===== src/hw/rtl/timestamp_priority_request_table_top_macros.svh =====
// Assertion macros for the timestamp priority request table.
// Used by the RTL modules that carry concurrent assertions; no other dependencies.
`ifndef TIMESTAMP_PRIORITY_REQUEST_TABLE_TOP_MACROS_SVH
`define TIMESTAMP_PRIORITY_REQUEST_TABLE_TOP_MACROS_SVH

// The consequent must hold in the same cycle as the antecedent.
`define TSPR_ASSERT_SAME(name, clk, rst, ante, cons, msg) \
   name: assert property (@(posedge clk) disable iff (rst) (ante) |-> (cons)) \
      else $error(msg);

// The consequent must hold in the cycle after the antecedent.
`define TSPR_ASSERT_NEXT(name, clk, rst, ante, cons, msg) \
   name: assert property (@(posedge clk) disable iff (rst) (ante) |=> (cons)) \
      else $error(msg);

`endif


===== src/hw/rtl/tspr_pkg.sv =====
// Shared types and constants of the timestamp priority request table.
// No dependencies; imported by every RTL module of the block.
package tspr_pkg;

   localparam int ID_W    = 7;
   localparam int STAMP_W = 15;
   localparam int COUNT_W = 5;
   localparam int FUNC_W  = 2;
   localparam int ERR_W   = 2;

   localparam logic [FUNC_W-1:0] FUNC_INSERT = 2'd0;
   localparam logic [FUNC_W-1:0] FUNC_REMOVE = 2'd1;
   localparam logic [FUNC_W-1:0] FUNC_QUERY  = 2'd2;

   localparam logic [ERR_W-1:0] ERR_OK        = 2'd0;
   localparam logic [ERR_W-1:0] ERR_FULL      = 2'd1;
   localparam logic [ERR_W-1:0] ERR_EMPTY     = 2'd2;
   localparam logic [ERR_W-1:0] ERR_NOT_FOUND = 2'd3;

   localparam logic [ID_W-1:0]    SENTINEL_ID    = 7'd127;
   localparam logic [STAMP_W-1:0] SENTINEL_STAMP = 15'd32767;

   typedef struct packed {
      logic [ID_W-1:0]    id;
      logic [STAMP_W-1:0] stamp;
   } entry_type;

   typedef struct packed {
      logic               is_lowest;
      logic [ERR_W-1:0]   error_code;
      logic [COUNT_W-1:0] entry_count;
   } result_type;

endpackage


===== src/hw/rtl/tspr_mem.sv =====
// Entry memory of the request table: one write port, one read port, registered read data.
// Depends on tspr_pkg for the entry type.
module tspr_mem #(
   parameter int TABLE_DEPTH = 16,
   parameter int AW          = 4
) (
   input  logic                clock,
   input  logic                wr_en,
   input  logic [AW-1:0]       wr_addr,
   input  tspr_pkg::entry_type wr_data,
   input  logic [AW-1:0]       rd_addr,
   output tspr_pkg::entry_type rd_data_ff
);
   import tspr_pkg::*;

   entry_type mem [TABLE_DEPTH];

   always_ff @(posedge clock) begin
      if (wr_en) begin
         mem[wr_addr] <= wr_data;
      end
      rd_data_ff <= mem[rd_addr];
   end

endmodule


===== src/hw/rtl/tspr_ctrl.sv =====
// Sequencer of the request table: insert, remove with gap closing, and minimum query.
// Depends on tspr_pkg and on the macro header; drives the entry memory in tspr_mem.
`include "timestamp_priority_request_table_top_macros.svh"

module tspr_ctrl #(
   parameter int TABLE_DEPTH = 16,
   parameter int AW          = 4,
   parameter int CW          = 5
) (
   input  logic                        clock,
   input  logic                        reset,
   input  logic                        req_valid,
   output logic                        req_ready,
   input  logic [tspr_pkg::FUNC_W-1:0] req_func,
   input  tspr_pkg::entry_type         req_entry,
   output logic                        res_valid,
   input  logic                        res_ready,
   output tspr_pkg::result_type        res_data,
   output logic                        wr_en,
   output logic [AW-1:0]               wr_addr,
   output tspr_pkg::entry_type         wr_data,
   output logic [AW-1:0]               rd_addr,
   input  tspr_pkg::entry_type         rd_data
);
   import tspr_pkg::*;

   localparam logic [1:0] ST_IDLE  = 2'd0;
   localparam logic [1:0] ST_START = 2'd1;
   localparam logic [1:0] ST_SCAN  = 2'd2;
   localparam logic [1:0] ST_DONE  = 2'd3;

   localparam logic [CW-1:0] FULL_COUNT = CW'(TABLE_DEPTH);

   logic [1:0]         state_ff, state_in;
   logic [CW-1:0]      fill_ff, fill_in;
   logic [FUNC_W-1:0]  func_ff, func_in;
   entry_type          req_ff, req_in;
   logic [CW-1:0]      iss_ff, iss_in;
   logic               pend_ff, pend_in;
   logic [AW-1:0]      chk_ff, chk_in;
   logic               found_ff, found_in;
   entry_type          min_ff, min_in;
   logic               lowest_ff, lowest_in;
   logic [ERR_W-1:0]   err_ff, err_in;
   logic               issue;
   logic               scan_done;

   assign issue     = (state_ff == ST_SCAN) && (iss_ff < fill_ff);
   assign scan_done = (state_ff == ST_SCAN) && !issue && !pend_ff;
   assign rd_addr   = iss_ff[AW-1:0];
   assign req_ready = (state_ff == ST_IDLE);
   assign res_valid = (state_ff == ST_DONE);

   always_comb begin
      res_data.is_lowest   = lowest_ff;
      res_data.error_code  = err_ff;
      res_data.entry_count = COUNT_W'(fill_ff);
   end

   always_comb begin
      state_in  = state_ff;
      fill_in   = fill_ff;
      func_in   = func_ff;
      req_in    = req_ff;
      iss_in    = iss_ff;
      pend_in   = pend_ff;
      chk_in    = chk_ff;
      found_in  = found_ff;
      min_in    = min_ff;
      lowest_in = lowest_ff;
      err_in    = err_ff;
      wr_en     = 1'b0;
      wr_addr   = fill_ff[AW-1:0];
      wr_data   = req_ff;

      case (state_ff)
         ST_IDLE: begin
            if (req_valid) begin
               func_in  = req_func;
               req_in   = req_entry;
               state_in = ST_START;
            end
         end
         ST_START: begin
            lowest_in = 1'b0;
            err_in    = ERR_OK;
            iss_in    = '0;
            pend_in   = 1'b0;
            found_in  = 1'b0;
            min_in.id    = SENTINEL_ID;
            min_in.stamp = SENTINEL_STAMP;
            case (func_ff)
               FUNC_INSERT: begin
                  state_in = ST_DONE;
                  if (fill_ff == FULL_COUNT) begin
                     err_in = ERR_FULL;
                  end else begin
                     wr_en   = 1'b1;
                     fill_in = CW'(fill_ff + 1'b1);
                  end
               end
               FUNC_REMOVE: begin
                  if (fill_ff == '0) begin
                     err_in   = ERR_EMPTY;
                     state_in = ST_DONE;
                  end else begin
                     state_in = ST_SCAN;
                  end
               end
               FUNC_QUERY: begin
                  state_in = ST_SCAN;
               end
               default: begin
                  state_in = ST_DONE;
               end
            endcase
         end
         ST_SCAN: begin
            pend_in = issue;
            if (issue) begin
               iss_in = CW'(iss_ff + 1'b1);
               chk_in = iss_ff[AW-1:0];
            end
            if (pend_ff) begin
               if (func_ff == FUNC_REMOVE) begin
                  if (found_ff) begin
                     wr_en   = 1'b1;
                     wr_addr = AW'(chk_ff - 1'b1);
                     wr_data = rd_data;
                  end else if (rd_data.id == req_ff.id) begin
                     found_in = 1'b1;
                  end
               end else if ((rd_data.stamp < min_ff.stamp) ||
                            ((rd_data.stamp == min_ff.stamp) && (rd_data.id < min_ff.id))) begin
                  min_in = rd_data;
               end
            end
            if (scan_done) begin
               state_in = ST_DONE;
               if (func_ff == FUNC_REMOVE) begin
                  if (found_ff) begin
                     fill_in = CW'(fill_ff - 1'b1);
                  end else begin
                     err_in = ERR_NOT_FOUND;
                  end
               end else begin
                  lowest_in = (req_ff == min_ff);
               end
            end
         end
         ST_DONE: begin
            if (res_ready) begin
               state_in = ST_IDLE;
            end
         end
         default: begin
            state_in = ST_IDLE;
         end
      endcase
   end

   always_ff @(posedge clock) begin
      if (reset) begin
         state_ff <= ST_IDLE;
         fill_ff  <= '0;
         pend_ff  <= 1'b0;
         found_ff <= 1'b0;
      end else begin
         state_ff <= state_in;
         fill_ff  <= fill_in;
         pend_ff  <= pend_in;
         found_ff <= found_in;
      end
   end

   always_ff @(posedge clock) begin
      func_ff   <= func_in;
      req_ff    <= req_in;
      iss_ff    <= iss_in;
      chk_ff    <= chk_in;
      min_ff    <= min_in;
      lowest_ff <= lowest_in;
      err_ff    <= err_in;
   end

   `TSPR_ASSERT_SAME(a_fill_bound, clock, reset, 1'b1, fill_ff <= FULL_COUNT, "fill count above table depth")
   `TSPR_ASSERT_SAME(a_write_state, clock, reset, wr_en, (state_ff == ST_START) || (state_ff == ST_SCAN), "memory write outside an operation")
   `TSPR_ASSERT_NEXT(a_accept_start, clock, reset, (state_ff == ST_IDLE) && req_valid, state_ff == ST_START, "accepted request did not start")

endmodule


===== src/hw/rtl/timestamp_priority_request_table_top.sv =====
// Path of a request: ST_START, then for a query, or a remove on a non-empty table, ST_SCAN
// reading each held entry, then ST_DONE and the result register that drives the response.
// One request at a time: the next one is taken once the result has left ST_DONE, and the
// time per request is set by the single read port of the entry memory that the scan walks.
// Reset is synchronous and clears the fill count; the entry memory is not cleared.
// Top level: stream ports, result register, tspr_ctrl sequencer and tspr_mem storage.
module timestamp_priority_request_table_top #(
   parameter int TABLE_DEPTH = 16
) (
   input  logic        clock,
   input  logic        reset,
   input  logic        req_tvalid,
   output logic        req_tready,
   input  logic [23:0] req_tdata,  // process_id [6:0], stamp [21:7], zero [23:22]
   input  logic [1:0]  req_tuser,  // func [1:0]
   output logic        rsp_tvalid,
   input  logic        rsp_tready,
   output logic [7:0]  rsp_tdata   // is_lowest [0], error_code [2:1], entry_count [7:3]
);
   import tspr_pkg::*;

   localparam int AW = (TABLE_DEPTH > 1) ? $clog2(TABLE_DEPTH) : 1;
   localparam int CW = $clog2(TABLE_DEPTH + 1);

   entry_type  req_entry;
   logic       res_valid;
   logic       res_ready;
   result_type res_data;
   logic       wr_en;
   logic [AW-1:0] wr_addr;
   entry_type  wr_data;
   logic [AW-1:0] rd_addr;
   entry_type  rd_data;
   logic       rsp_valid_ff;
   result_type rsp_data_ff;

   assign req_entry.id    = req_tdata[ID_W-1:0];
   assign req_entry.stamp = req_tdata[ID_W+STAMP_W-1:ID_W];

   tspr_ctrl #(
      .TABLE_DEPTH(TABLE_DEPTH),
      .AW         (AW),
      .CW         (CW)
   ) u_ctrl (
      .clock    (clock),
      .reset    (reset),
      .req_valid(req_tvalid),
      .req_ready(req_tready),
      .req_func (req_tuser),
      .req_entry(req_entry),
      .res_valid(res_valid),
      .res_ready(res_ready),
      .res_data (res_data),
      .wr_en    (wr_en),
      .wr_addr  (wr_addr),
      .wr_data  (wr_data),
      .rd_addr  (rd_addr),
      .rd_data  (rd_data)
   );

   tspr_mem #(
      .TABLE_DEPTH(TABLE_DEPTH),
      .AW         (AW)
   ) u_mem (
      .clock     (clock),
      .wr_en     (wr_en),
      .wr_addr   (wr_addr),
      .wr_data   (wr_data),
      .rd_addr   (rd_addr),
      .rd_data_ff(rd_data)
   );

   assign res_ready = !rsp_valid_ff || rsp_tready;

   always_ff @(posedge clock) begin
      if (reset) begin
         rsp_valid_ff <= 1'b0;
      end else if (res_ready) begin
         rsp_valid_ff <= res_valid;
      end
   end

   always_ff @(posedge clock) begin
      if (res_valid && res_ready) begin
         rsp_data_ff <= res_data;
      end
   end

   assign rsp_tvalid = rsp_valid_ff;
   assign rsp_tdata  = {rsp_data_ff.entry_count, rsp_data_ff.error_code, rsp_data_ff.is_lowest};

endmodule

===== config.mk =====
export PLATFORM = sky130hd
export DESIGN_NAME = timestamp_priority_request_table_top
export DESIGN_NICKNAME = d
export VERILOG_FILES = /design/src/hw/rtl/tspr_pkg.sv /design/src/hw/rtl/tspr_mem.sv /design/src/hw/rtl/tspr_ctrl.sv /design/src/hw/rtl/timestamp_priority_request_table_top.sv
export VERILOG_INCLUDE_DIRS = /design/src /design/src/hw/rtl
export SDC_FILE = /design/constraint.sdc
export NUM_CORES = 1
export LEC_CHECK = 0
export ABC_AREA = 1
export ABC_CLOCK_PERIOD_IN_PS = 3800
export BUFFER_PORTS_ARGS = -buffer_cell sky130_fd_sc_hd__buf_2
export CAP_MARGIN = 15
export CORE_ASPECT_RATIO = 0.9
export CORE_MARGIN = 1.5
export CORE_UTILIZATION = 60
export DETAILED_ROUTE_END_ITERATION = 8
export PLACE_DENSITY = 0.75
export SYNTH_ARGS = -nofsm -noshare
export SYNTH_HDL_FRONTEND = slang
export SYNTH_SLANG_ARGS = --single-unit

===== constraint.sdc =====
create_clock -name clock -period 3.8 [get_ports clock]
set_clock_uncertainty 0.1 [all_clocks]
set_input_delay 0.19 -clock clock [delete_from_list [all_inputs] [get_ports clock]]
set_output_delay 0.19 -clock clock [all_outputs]
set_load 0.01 [all_outputs]

==> results by group, run 1 <==
Clocking
  – Post-CTS Hold Fix Bufs: 26
  – TritonCTS clock tree: yes
  – Post-CTS setup buffer count: 0
  – Maximum clock insertion buffer count: 3
  – Clk sinks: 450
  – Clock Tree Root: clkbuf_16
  – Post-cts resize count: 0
  – Clock transition at the registers of the reported paths: ~60 ps
  – H-Tree Depth: 2
  – CTS Buf Count: 43
  – Worst skew pair latency: 540 ps

Global routing
  – Largest net degree at the start of global routing: 181
  – First-pass GRT wire length: 65,300 um
  – Initial antenna violation count: 0
  – Vias in the first global route: roughly 12,000
  – Remaining Overflow, GRT: 0
  – GR Util All Layers: approximately 27%

Pwr
  – Clk network pwr share: 28.9%
  – Internal power: 10.2 mW
  – Switching power: 5.28 mW
  – Seq pwr share: between 40% and 50%
  – Lkg Pwr: ~7.5 nW
  – Sw Ratio: 34.2%
  – Pwr/cell area: 732 nW/um^2
  – VDD IR-drop max: 1.10 mV
  – Comb power frac: 29.5%
  – Power, Total: approximately 15 mW

Route
  – DR vias: between 10,000 and 15,000
  – Vias per cell: 6.04
  – Final wirelength: between 40,000 and 50,000 um
  – Pre-Repair DR Iteration Count: 5
  – Remaining antenna violation count: 0
  – Post-DR wirelength/cell: 20.8 um
  – Starting DRT DRC Count: 1,425
  – Post-route DRC: 0

Worst setup path
  – Slowest CP cell: nor2_2
  – Crit-path cells: inv_1 -> ha_1 -> nand2_4 -> nor3_4 -> inv_2 -> a21oi_4 -> nand3_2 -> nor2_2 -> buf_12
  – Crit-path max cell delay: 560 ps
  – Setup crit start: u_ctrl.state_ff[0]
  – Critical path class: flip-flop to flip-flop
  – Crit. End Element: flip-flop
  – Crit-path max FO: 41
  – Critical path's top delay family: simple AND/OR/NAND/NOR gates
  – Critical path arrival: 3160 ps
  – CP required: roughly 3900 ps
  – Worst Path Buf+Inv: 3
  – RR Startpoint: u_ctrl.state_ff[0]
  – Critical Path Start Type: flip-flop

Final layout
  – Post-Layout Cell Count: 2,043
  – Layout cells sized above 1: 11.3%
  – Area grow syn2layout: 14.0%
  – Final nets: 1,674
  – ANT cells: 0

Logic synthesis
  – Cell taking the most area after synthesis: edfxtp_1
  – Area fraction of the dominant cell type after synthesis: 67.8%
  – Ranking of synthesized cells by area: edfxtp_1 68%, o21ai_0 6.0%, nor2_1 5.3%
  – FF+latch count, synth: 450
  – Cells after synthesis: 1,525
  – Post-synth net total: ~1,600
  – Ys Warns: 0
  – Synthesized area: 18,500 um^2
  – Unique masters post-synth: 37
  – Register area share after synthesis: 71.3%
  – Mean Syn Cell Area: roughly 12 um^2

Placement
  – Hpwl dp: 24,800 um
  – Placer Congestion: around 0.87
  – Placed cell count: 1,940
  – IO buf count: 37

Timing
  – Slew @ Worst Pin: 1050 ps
  – Fmax: 0.331 GHz
  – Worst slew margin: 30.1%
  – Period Utilization, post-route: 79.4%
  – Fin. Hold Viols: 0
  – Final Setup Violations: 0
  – Total negative setup slack: 0 ps
  – RSZ-0062 raised after global routing: false
  – Final Slew Violations: 0
  – Minimum clock period: 3020 ps

Floorplan
  – Initial Util: about three fifths
  – Die area: about 32,000 um^2
  – Die X: between 150 and 200 um
  – Row count: 60
  – Io pins: 40
  – Die height: 170 um
  – Core ar.: between 30,000 and 40,000 um^2

Run
  – Maxcap violations: 0

Min path
  – HP Start: req_tvalid
  – Worst min-delay path class: input pin to flip-flop

Status
  – Status: finished clean
[cell families (layout without fill, tap and decap cells)]
| kind of cell | after synthesis | in the layout | synth area share (%) |
|---|---|---|---|
| flip-flops | 450 | 450 | 71.3 |
| XOR/XNOR | 19 | 19 | 0.899 |
| AO/OA/AOI/OAI | 350 | 350 | 10.7 |
| buffers and inverters | 164 | 279 | 3.60 |
| adder cells (fa/ha/maj) | 35 | 35 | 2.41 |
| AND/OR/NAND/NOR | 507 | 507 | 11.1 |
[power by group through the flow]
stage / registers, mW / clock network, mW / logic, mW
floorplan: 6.41 / 0 / 3.05
global placement: 6.52 / 0 / 4.29
detailed placement: 6.52 / 0 / 4.44
CTS: 6.42 / 4.48 / 4.52
global route: 6.46 / 4.68 / 5.04
finish: 6.43 / 4.46 / 4.55
[routing by layer]
layer | track usage (%) | up-vias | wire, um
li1 | - | 5618 | -
met1 | 36.7 | 5996 | 17100
met2 | 43.9 | 631 | 20400
met3 | 4.47 | 104 | 3560
met4 | 10.9 | 0 | 1410
met5 | 0 | - | 0
[stage by stage]
stage,hold WS [ps],area (um^2),worst slack (ps),util [%]
3_3_place_gp,266,19400,867,64.3
6_report,92.0,21100,782,70.1
5_1_grt,132,21100,641,70.1
4_1_cts,78.8,21100,765,70.0
2_1_floorplan,159,18500,790,-
3_5_place_dp,268,19400,817,64.3
[layout make-up]
class                   count  area (um^2)
clock buffers              51         1150
clock inverters            25          317
fillers                  1996         9010
inverters                  86          325
multi-input cells         911         4690
flip-flops and latches    450        13200
well taps                 403          504
repair buffers            117          913
[sequential cells by signal, summed over array words and instances, names as in the netlist, 4 cells and up]
signal            flops
u_mem.mem           352
u_ctrl.min_ff        22
u_ctrl.req_ff        22
u_mem.rd_data_ff     22
rsp_tdata             8
u_ctrl.fill_ff        5
u_ctrl.iss_ff         5
u_ctrl.chk_ff         4
[cell usage after synthesis, drive strengths merged]
cell and number:
a211oi 1, a21o 1, a21oi 24, buf 32, clkbuf 46, clkinv 1, dfxtp 32, edfxtp 418
fa 1, ha 34, inv 85, nand2 176, nand3 56, nand3b 3, nand4 4, nor2 260
nor3 7, o211ai 31, o21a 2, o21ai 226, o221ai 13, o22ai 51, o31ai 1, or2 1
xnor2 9, xor2 10
[worst reg2reg max path: cells and delay by family, from the launching register on]
kind / cells / cell delay (ps)
AOI/OAI and AO/OA: 1 / 350
adders and majority gates: 1 / 220
buffers and inverters: 3 / 660
and+or+nand+nor: 4 / 1020
DFF: 1 / 350
[placed cells by master, fill, tap and decap left out, drive strengths merged]
cell	count
nand4	4
o221ai	13
xnor2	9
clkbuf	51
clkinvlp	1
a21oi	24
buf	91
edfxtp	418
o211ai	31
a21o	1
a211oi	1
inv	85
nand2	176
ha	34
o22ai	51
nor2	260
o21ai	226
nor3	7
nand3	56
nand3b	3
or2	1
dlygate4sd3	26
o31ai	1
dfxtp	32
xor2	10
clkinv	17
bufinv	8
fa	1
o21a	2
[path summary, 6_finish.rpt]
check | end | slack (ps) | cells past startpoint
hold / removal | u_ctrl.state_ff[0] | 90 | 5
hold reg to reg | rsp_tdata[0] | 320 | 0
setup reg to reg | u_mem.mem[6][10] | 780 | 9
setup / recovery | u_mem.mem[6][10] | 780 | 9
Power figures use the tool's default switching activity.
==> run 2: changes to the inputs <==
--- a/config.mk
+++ b/config.mk
@@ -7,14 +7,14 @@
 export NUM_CORES = 1
 export LEC_CHECK = 0
 export ABC_AREA = 1
-export ABC_CLOCK_PERIOD_IN_PS = 3800
+export ABC_CLOCK_PERIOD_IN_PS = 2700
 export BUFFER_PORTS_ARGS = -buffer_cell sky130_fd_sc_hd__buf_2
 export CAP_MARGIN = 15
 export CORE_ASPECT_RATIO = 0.9
 export CORE_MARGIN = 1.5
-export CORE_UTILIZATION = 60
+export CORE_UTILIZATION = 56
 export DETAILED_ROUTE_END_ITERATION = 8
-export PLACE_DENSITY = 0.75
+export PLACE_DENSITY = 0.73
 export SYNTH_ARGS = -nofsm -noshare
 export SYNTH_HDL_FRONTEND = slang
 export SYNTH_SLANG_ARGS = --single-unit
==> constraint.sdc (replaced) <==
create_clock -name clock -period 2.7 [get_ports clock]
set_clock_uncertainty 0.1 [all_clocks]
set_input_delay 0.135 -clock clock [delete_from_list [all_inputs] [get_ports clock]]
set_output_delay 0.135 -clock clock [all_outputs]
set_load 0.01 [all_outputs]
==> run 2 against run 1 <==
  * Maximum frequency up 21%
  * Sequential power is 40% higher
  * First-iteration DRC count fell by 19%
  * Global-route usage shrank 1.8 points
  * Cell count grew 1.5%
  * Clock-buffer cell count up 6
  * Flip-flop and latch count unchanged
  * Sequential share of layout area is 1.1 points lower
  * Critical endpoint is now u_ctrl.fill_ff[4]
==> results by group, run 2 (same netlist as run 1, synthesis figures left out) <==
Status
  – Status: finished clean

Timing
  – Period Utilization, post-route: 92.5% (+13 points)
  – Total negative setup slack: 0 ps (unchanged)
  – Slew @ Worst Pin: 818 ps (-231 ps)
  – Final Setup Violations: 0 (unchanged)
  – Fin. Hold Viols: 0 (unchanged)
  – Worst slew margin: 45.5% (+15 points)
  – Fmax: 0.400 GHz (+21%)
  – Minimum clock period: 2500 ps (-520 ps)
  – RSZ-0062 raised after global routing: false
  – Final Slew Violations: 0 (unchanged)

Clocking
  – H-Tree Depth: 2 (unchanged)
  – Clock Tree Root: clkbuf_16
  – TritonCTS clock tree: yes
  – Clk sinks: 450 (unchanged)
  – Clock transition at the registers of the reported paths: 60 ps (about the same)
  – CTS Buf Count: 43 (unchanged)
  – Worst skew pair latency: 550 ps (about the same)
  – Maximum clock insertion buffer count: 3 (unchanged)
  – Post-CTS setup buffer count: 0 (unchanged)

Global routing
  – First-pass GRT wire length: 65,800 um (+0.74%)
  – Largest net degree at the start of global routing: 92 (-49%)
  – Vias in the first global route: 12,000 (+0.67%)
  – GR Util All Layers: 25.2% (-1.8 points)
  – Remaining Overflow, GRT: 0 (unchanged)
  – Initial antenna violation count: 0 (unchanged)

Worst setup path
  – Crit-path cells: inv_1 -> ha_1 -> buf_4 -> clkinv_1 -> fa_1 -> o21ai_0 -> nand2_1 -> nand2_1 -> nand2_1 -> nand2_1 -> nand2_1 -> a21oi_1
  – Slowest CP cell: buf_4
  – RR Startpoint: u_ctrl.state_ff[0]
  – CP required: 3080 ps (-860 ps)
  – Critical path arrival: 2880 ps (-280 ps)
  – Crit. End Element: flip-flop
  – CP most frequent cell: nand2_1
  – Critical Path Start Type: flip-flop
  – Setup crit start: u_ctrl.state_ff[0]
  – Crit-path max FO: 35 (-15%)
  – Critical path class: flip-flop to flip-flop
  – Crit-path max cell delay: 420 ps (-140 ps)

Pwr
  – Lkg Pwr: 7.64 nW (+2.0%)
  – Internal power: 14.5 mW (+43%)
  – Switching power: 7.44 mW (+41%)
  – Seq pwr share: 41.0% (-0.6 points)
  – Sw Ratio: 33.8% (-0.34 points)
  – Comb power frac: 29.8% (+0.3 points)
  – Clk network pwr share: 29.2% (+0.3 points)
  – Power, Total: 22.0 mW (+42%)
  – VDD IR-drop max: 0.775 mV (-30%)
  – Pwr/cell area: 1020 nW/um^2 (+40%)

Placement
  – Placer Congestion: 0.873 (about the same)
  – Hpwl dp: 25,300 um (+2.1%)
  – IO buf count: 37 (unchanged)

Final layout
  – Max reg flops: 352 (unchanged)
  – ANT cells: 0 (unchanged)
  – Most frequent cells in the layout: 418 x edfxtp_1, 242 x nor2_1, 221 x o21ai_0
  – Area grow syn2layout: 16.1%
  – Final nets: 1,690 (+0.96%)
  – Layout cells sized above 1: 12.5% (+1.2 points)
  – Top reg by flops: u_mem.mem
  – Fillers: 2,270 (+14%)
  – Most common library cell in the layout ignoring fill and taps: edfxtp_1

Route
  – Post-DR wirelength/cell: 20.1 um (-3.2%)
  – Starting DRT DRC Count: 1,148 (-19%)
  – DR vias: 12,100 (-1.7%)
  – Vias per cell: 5.85 (-3.1%)
  – Remaining antenna violation count: 0 (unchanged)
  – Post-route DRC: 0 (unchanged)
  – Final wirelength: 41,800 um (-1.8%)
  – Pre-Repair DR Iteration Count: 5 (unchanged)

Min path
  – HP Start: req_tvalid
  – Worst min-delay path class: input pin to flip-flop

Floorplan
  – Row count: 62 (+3.3%)
  – Die height: 175 um (+3.4%)
  – Io pins: 40 (unchanged)
  – Die X: 195 um (+3.5%)
  – Initial Util: 57.5% (-4.0 points)
  – Core ar.: 32,200 um^2 (+6.9%)
  – Die area: 34,200 um^2 (+7.0%)

Run
  – Maxcap violations: 0 (unchanged)
## run 2: cell count changes in the layout (fill, tap and decap cells not counted)
cell        delta
buf_12        +16
clkinv_1       -8
clkbuf_8       +4
clkbuf_1       +3
clkinv_2       -3
clkinvlp_4     +2
inv_6          +2
clkbuf_16      -1
clkinv_4       +1
clkinv_8       +1
o21ai_0        +1
o21ai_1        -1
## run 2: final timing paths
kind                   endpoint  slack [ps]  cells past startpoint
max           u_ctrl.fill_ff[4]         200                     12
min          u_ctrl.state_ff[1]          30                      5
max reg2reg   u_ctrl.fill_ff[4]         200                     12
min reg2reg        rsp_tdata[2]         320                      0
## run 2: through the flow
stage               worst slack [ps]  cells  hold slack [ps]  area [um^2]  utilization [%]
floorplan                       -310   1525              104        18500                -
global placement                 236   1970              211        19700             61.2
detailed placement               241   1970              213        19700             61.2
CTS                              217   2073             15.5        21500             66.7
global route                    11.9   2073             78.7        21500             66.7
finish                           203   2073             30.0        21500             66.7
## run 2: worst max-delay path, delay by kind of cell, from the launching register on
| family | cells | cell delay [ps] |
|---|---|---|
| adder cells (fa/ha/maj) | 2 | 640 |
| AO/OA/AOI/OAI | 2 | 300 |
| AND/OR/NAND/NOR | 5 | 300 |
| flip-flops | 1 | 350 |
| buffers and inverters | 3 | 720 |
## run 2: timing repair
action	in CTS	in global routing
endpoints found under the hold margin	34	0
hold buffers	26	0
gates resized for setup	0	0
## run 2: area by class of cell
type                       count  area [um^2]  area share, %
inverter                      86          325           1.51
clock inverter                20          329           1.53
timing repair buffer         133         1230           5.74
sequential                   450        13200           61.4
multi-input combinational    911         4690           21.8
clock buffer                  57         1190           5.54
tap                          416          520           2.42
## run 2: power groups by stage
stage	Sequential [mW]	Combinational, mW	Clock, mW
global route	9.07	7.28	6.75
detailed placement	9.15	6.44	0
CTS	9.00	6.54	6.48
finish	9.01	6.56	6.41
global placement	9.13	6.27	0
floorplan	9.03	4.30	0
## run 2: layer usage
metal	vias to the layer above	routed length (um)	GRT usage, %
li1	5660	-	-
met4	0	1070	8.24
met1	5914	17400	34.6
met3	86	2810	3.69
met2	476	20500	41.7
met5	-	0	0
==> run 3: changes to the inputs <==
--- a/config.mk
+++ b/config.mk
@@ -8,12 +8,12 @@
 export LEC_CHECK = 0
 export ABC_AREA = 1
 export ABC_CLOCK_PERIOD_IN_PS = 2700
-export BUFFER_PORTS_ARGS = -buffer_cell sky130_fd_sc_hd__buf_2
 export CAP_MARGIN = 15
-export CORE_ASPECT_RATIO = 0.9
+export CORE_ASPECT_RATIO = 0.8
 export CORE_MARGIN = 1.5
-export CORE_UTILIZATION = 56
+export CORE_UTILIZATION = 57
 export DETAILED_ROUTE_END_ITERATION = 8
+export DONT_BUFFER_PORTS = 1
 export PLACE_DENSITY = 0.73
 export SYNTH_ARGS = -nofsm -noshare
 export SYNTH_HDL_FRONTEND = slang
==> run 3 against run 2 <==
  * Critical path depth is 2 lower
  * Non-clock buffer count is 29 lower
  * Flip-flop and latch count stayed put
  * First-iteration DRC count is 34% higher
  * Maximum frequency is 0.69% lower
  * Combinational power is 4.0% higher
  * Worst setup slack worse by 17 ps
  * Largest cell class unchanged
  * Routed wire length is 3.7% higher
  * Clock-buffer cell count stayed put
  * Cell count is 1.3% lower
  * Sequential power hardly changed
  * Global-route usage is 1.2 points higher
==> results by group, run 3 (same netlist as run 1, synthesis figures left out) <==
Timing
  – Final Setup Violations: 0 (unchanged)
  – Period Utilization, post-route: 93.1% (+0.64 points)
  – Worst slew margin: 52.3% (+6.8 points)
  – Final hold slack: 106 ps (+75.8 ps)
  – Fmax: 0.398 GHz (-0.69%)
  – Minimum clock period: 2510 ps (+17.2 ps)
  – RSZ-0062 raised after global routing: false
  – Total negative setup slack: 0 ps (unchanged)
  – Fin. Hold Viols: 0 (unchanged)
  – Final Slew Violations: 0 (unchanged)
  – Slew @ Worst Pin: 715 ps (-103 ps)

Worst setup path
  – Crit-path max FO: 18 (-49%)
  – Critical path class: flip-flop to flip-flop
  – R2r worst-path depth: 10 (-2)
  – CP required: 2820 ps (-260 ps)
  – Critical path's top delay family: buffers and inverters
  – Setup crit start: u_ctrl.state_ff[0]
  – FF-to-FF End: u_mem.mem[3][15]
  – Crit. End Element: flip-flop
  – Reg2reg setup slack: 190 ps (-20 ps)
  – RR Startpoint: u_ctrl.state_ff[0]
  – Worst Path Buf+Inv: 4 (+1)
  – Critical Path Start Type: flip-flop
  – Slowest CP cell: dfxtp_1
  – Crit-path max cell delay: 360 ps (-60 ps)
  – Crit-path cells: inv_1 -> ha_1 -> nand2_4 -> nor3_4 -> buf_4 -> o21ai_2 -> inv_1 -> nand3_2 -> nor2_2 -> buf_4
  – Critical path arrival: 2640 ps (-240 ps)

Final layout
  – Final nets: 1,659 (-1.8%)
  – ANT cells: 0 (unchanged)
  – Most common library cell in the layout ignoring fill and taps: edfxtp_1
  – Layout cells sized above 1: 10.3% (-2.2 points)
  – FF+latch area: 13,200 um^2 (unchanged)
  – Post-Layout Cell Count: 2,047 (-1.3%)
  – Top reg by flops: u_mem.mem
  – Most frequent cells in the layout: 418 x edfxtp_1, 242 x nor2_1, 221 x o21ai_0
  – Area of the multi-input gates: 4690 um^2 (unchanged)
  – Max reg flops: 352 (unchanged)
  – Area grow syn2layout: 13.8%
  – Fillers: 2,196 (-3.3%)

Placement
  – IO buf count: 0 (-100%)
  – Placer Congestion: 0.873 (unchanged)
  – Placed cell count: 1,944 (-1.3%)
  – Hpwl dp: 27,000 um (+6.7%)

Floorplan
  – Row count: 58 (-6.5%)
  – Core ar.: 31,700 um^2 (-1.5%)
  – Die area: 33,600 um^2 (-1.7%)
  – Die X: 204 um (+5.1%)
  – Io pins: 40 (unchanged)
  – Die height: 164 um (-6.4%)
  – Initial Util: 58.4% (+0.87 points)

Global routing
  – First-pass GRT wire length: 66,600 um (+1.2%)
  – GR Util All Layers: 26.4% (+1.2 points)
  – Initial antenna violation count: 2 (+2)
  – Remaining Overflow, GRT: 0 (unchanged)
  – Vias in the first global route: 11,700 (-2.7%)
  – Largest net degree at the start of global routing: 90 (-2.2%)

Route
  – Final wirelength: 43,300 um (+3.7%)
  – DR vias: 12,200 (+0.21%)
  – Met2 Routed Length: 20,200 um (-1.0%)
  – Post-DR wirelength/cell: 21.2 um (+5.0%)
  – Met3 WL: 3850 um (+37%)
  – Top layer in use: met5
  – Post-route DRC: 0 (unchanged)
  – Pre-Repair DR Iteration Count: 5 (unchanged)
  – WL met1: 18,100 um (+3.8%)
  – Starting DRT DRC Count: 1,538 (+34%)
  – Vias per cell: 5.94 (+1.5%)
  – Remaining antenna violation count: 0 (unchanged)

Clocking
  – H-Tree Depth: 2 (unchanged)
  – Clock transition at the registers of the reported paths: 60 ps (about the same)
  – CTS Buf Count: 41 (-4.7%)
  – Post-CTS setup buffer count: 0 (unchanged)
  – TritonCTS clock tree: yes
  – Worst skew pair latency: 560 ps (about the same)
  – Maximum clock insertion buffer count: 3 (unchanged)
  – Clock Tree Root: clkbuf_16
  – Clk sinks: 450 (unchanged)

Min path
  – Worst min-delay path class: input pin to flip-flop
  – Hold EP: u_ctrl.req_ff[0]
  – WHS Path Cells: 1 (-4)
  – HP Start: req_tdata[7]

Status
  – Status: finished clean

Pwr
  – Pwr/cell area: 1020 nW/um^2 (-0.50%)
  – Lkg Pwr: 7.41 nW (-2.9%)
  – VDD IR-drop max: 0.719 mV (-7.2%)

Run
  – Maxcap violations: 0 (unchanged)
-- run 3: cell count changes in the layout (fill, tap and decap cells not counted), moves of 4 or more --
cell	delta
buf_2	-37
buf_4	+12
buf_12	-7
bufinv_16	-6
clkbuf_1	+5
clkinv_1	+4
-- run 3: area by class of cell --
class / instances / area share (%)
multi-input combinational: 911 / 22.3
sequential: 450 / 62.6
tap: 420 / 2.49
clock buffer: 57 / 5.25
clock inverter: 19 / 0.832
timing repair buffer: 104 / 4.97
inverter: 86 / 1.54
-- run 3: worst register-to-register path, cell delays in order (launching register included) --
cell and delay (ps):
dfxtp_1 360, inv_1 130, ha_1 250, nand2_4 90, nor3_4 190, buf_4 220, o21ai_2 100, inv_1 110
nand3_2 170, nor2_2 150, buf_4 330
-- run 3: repair_timing --
| action | 4_1_cts | 5_1_grt |
|---|---|---|
| hold buffers | 27 | 0 |
| gates resized for setup | 0 | 1 |
| hold endpoints to repair | 66 | 0 |
| setup endpoints to repair | 0 | 1 |
-- run 3: stage by stage --
stage	util (%)	setup slack (ps)	power (mW)	instance area [um^2]
3_3_place_gp	61.4	260	15.5	19500
4_1_cts	66.4	192	21.4	21100
2_1_floorplan	-	-310	13.3	18500
5_1_grt	66.4	50.7	22.5	21100
6_report	66.4	185	21.4	21100
3_5_place_dp	61.5	242	15.8	19500
-- run 3: how the worst max path moves through the flow --
stage                        endpoint  slack, ps  cells past startpoint
floorplan            u_mem.mem[12][0]       -310                     10
global placement    u_ctrl.fill_ff[4]        260                     12
detailed placement  u_ctrl.fill_ff[4]        240                     12
CTS                 u_ctrl.fill_ff[4]        190                     12
global route         u_mem.mem[3][15]         50                     10
finish               u_mem.mem[3][15]        190                     10
-- run 3: power by group --
part           total, mW  leakage [nW]  switching [mW]  internal (mW)
Combinational       6.82          2.79            4.69           2.13
Sequential          9.02          4.00           0.419           8.60
Clock               5.60         0.622            2.52           3.09
-- run 3: metal layers --
metal  track usage (%)  vias to the layer above
met5                 0                        -
met4              8.32                        4
met3              4.54                       94
met2              41.8                      605
met1              37.6                     5848
li1                  -                     5610
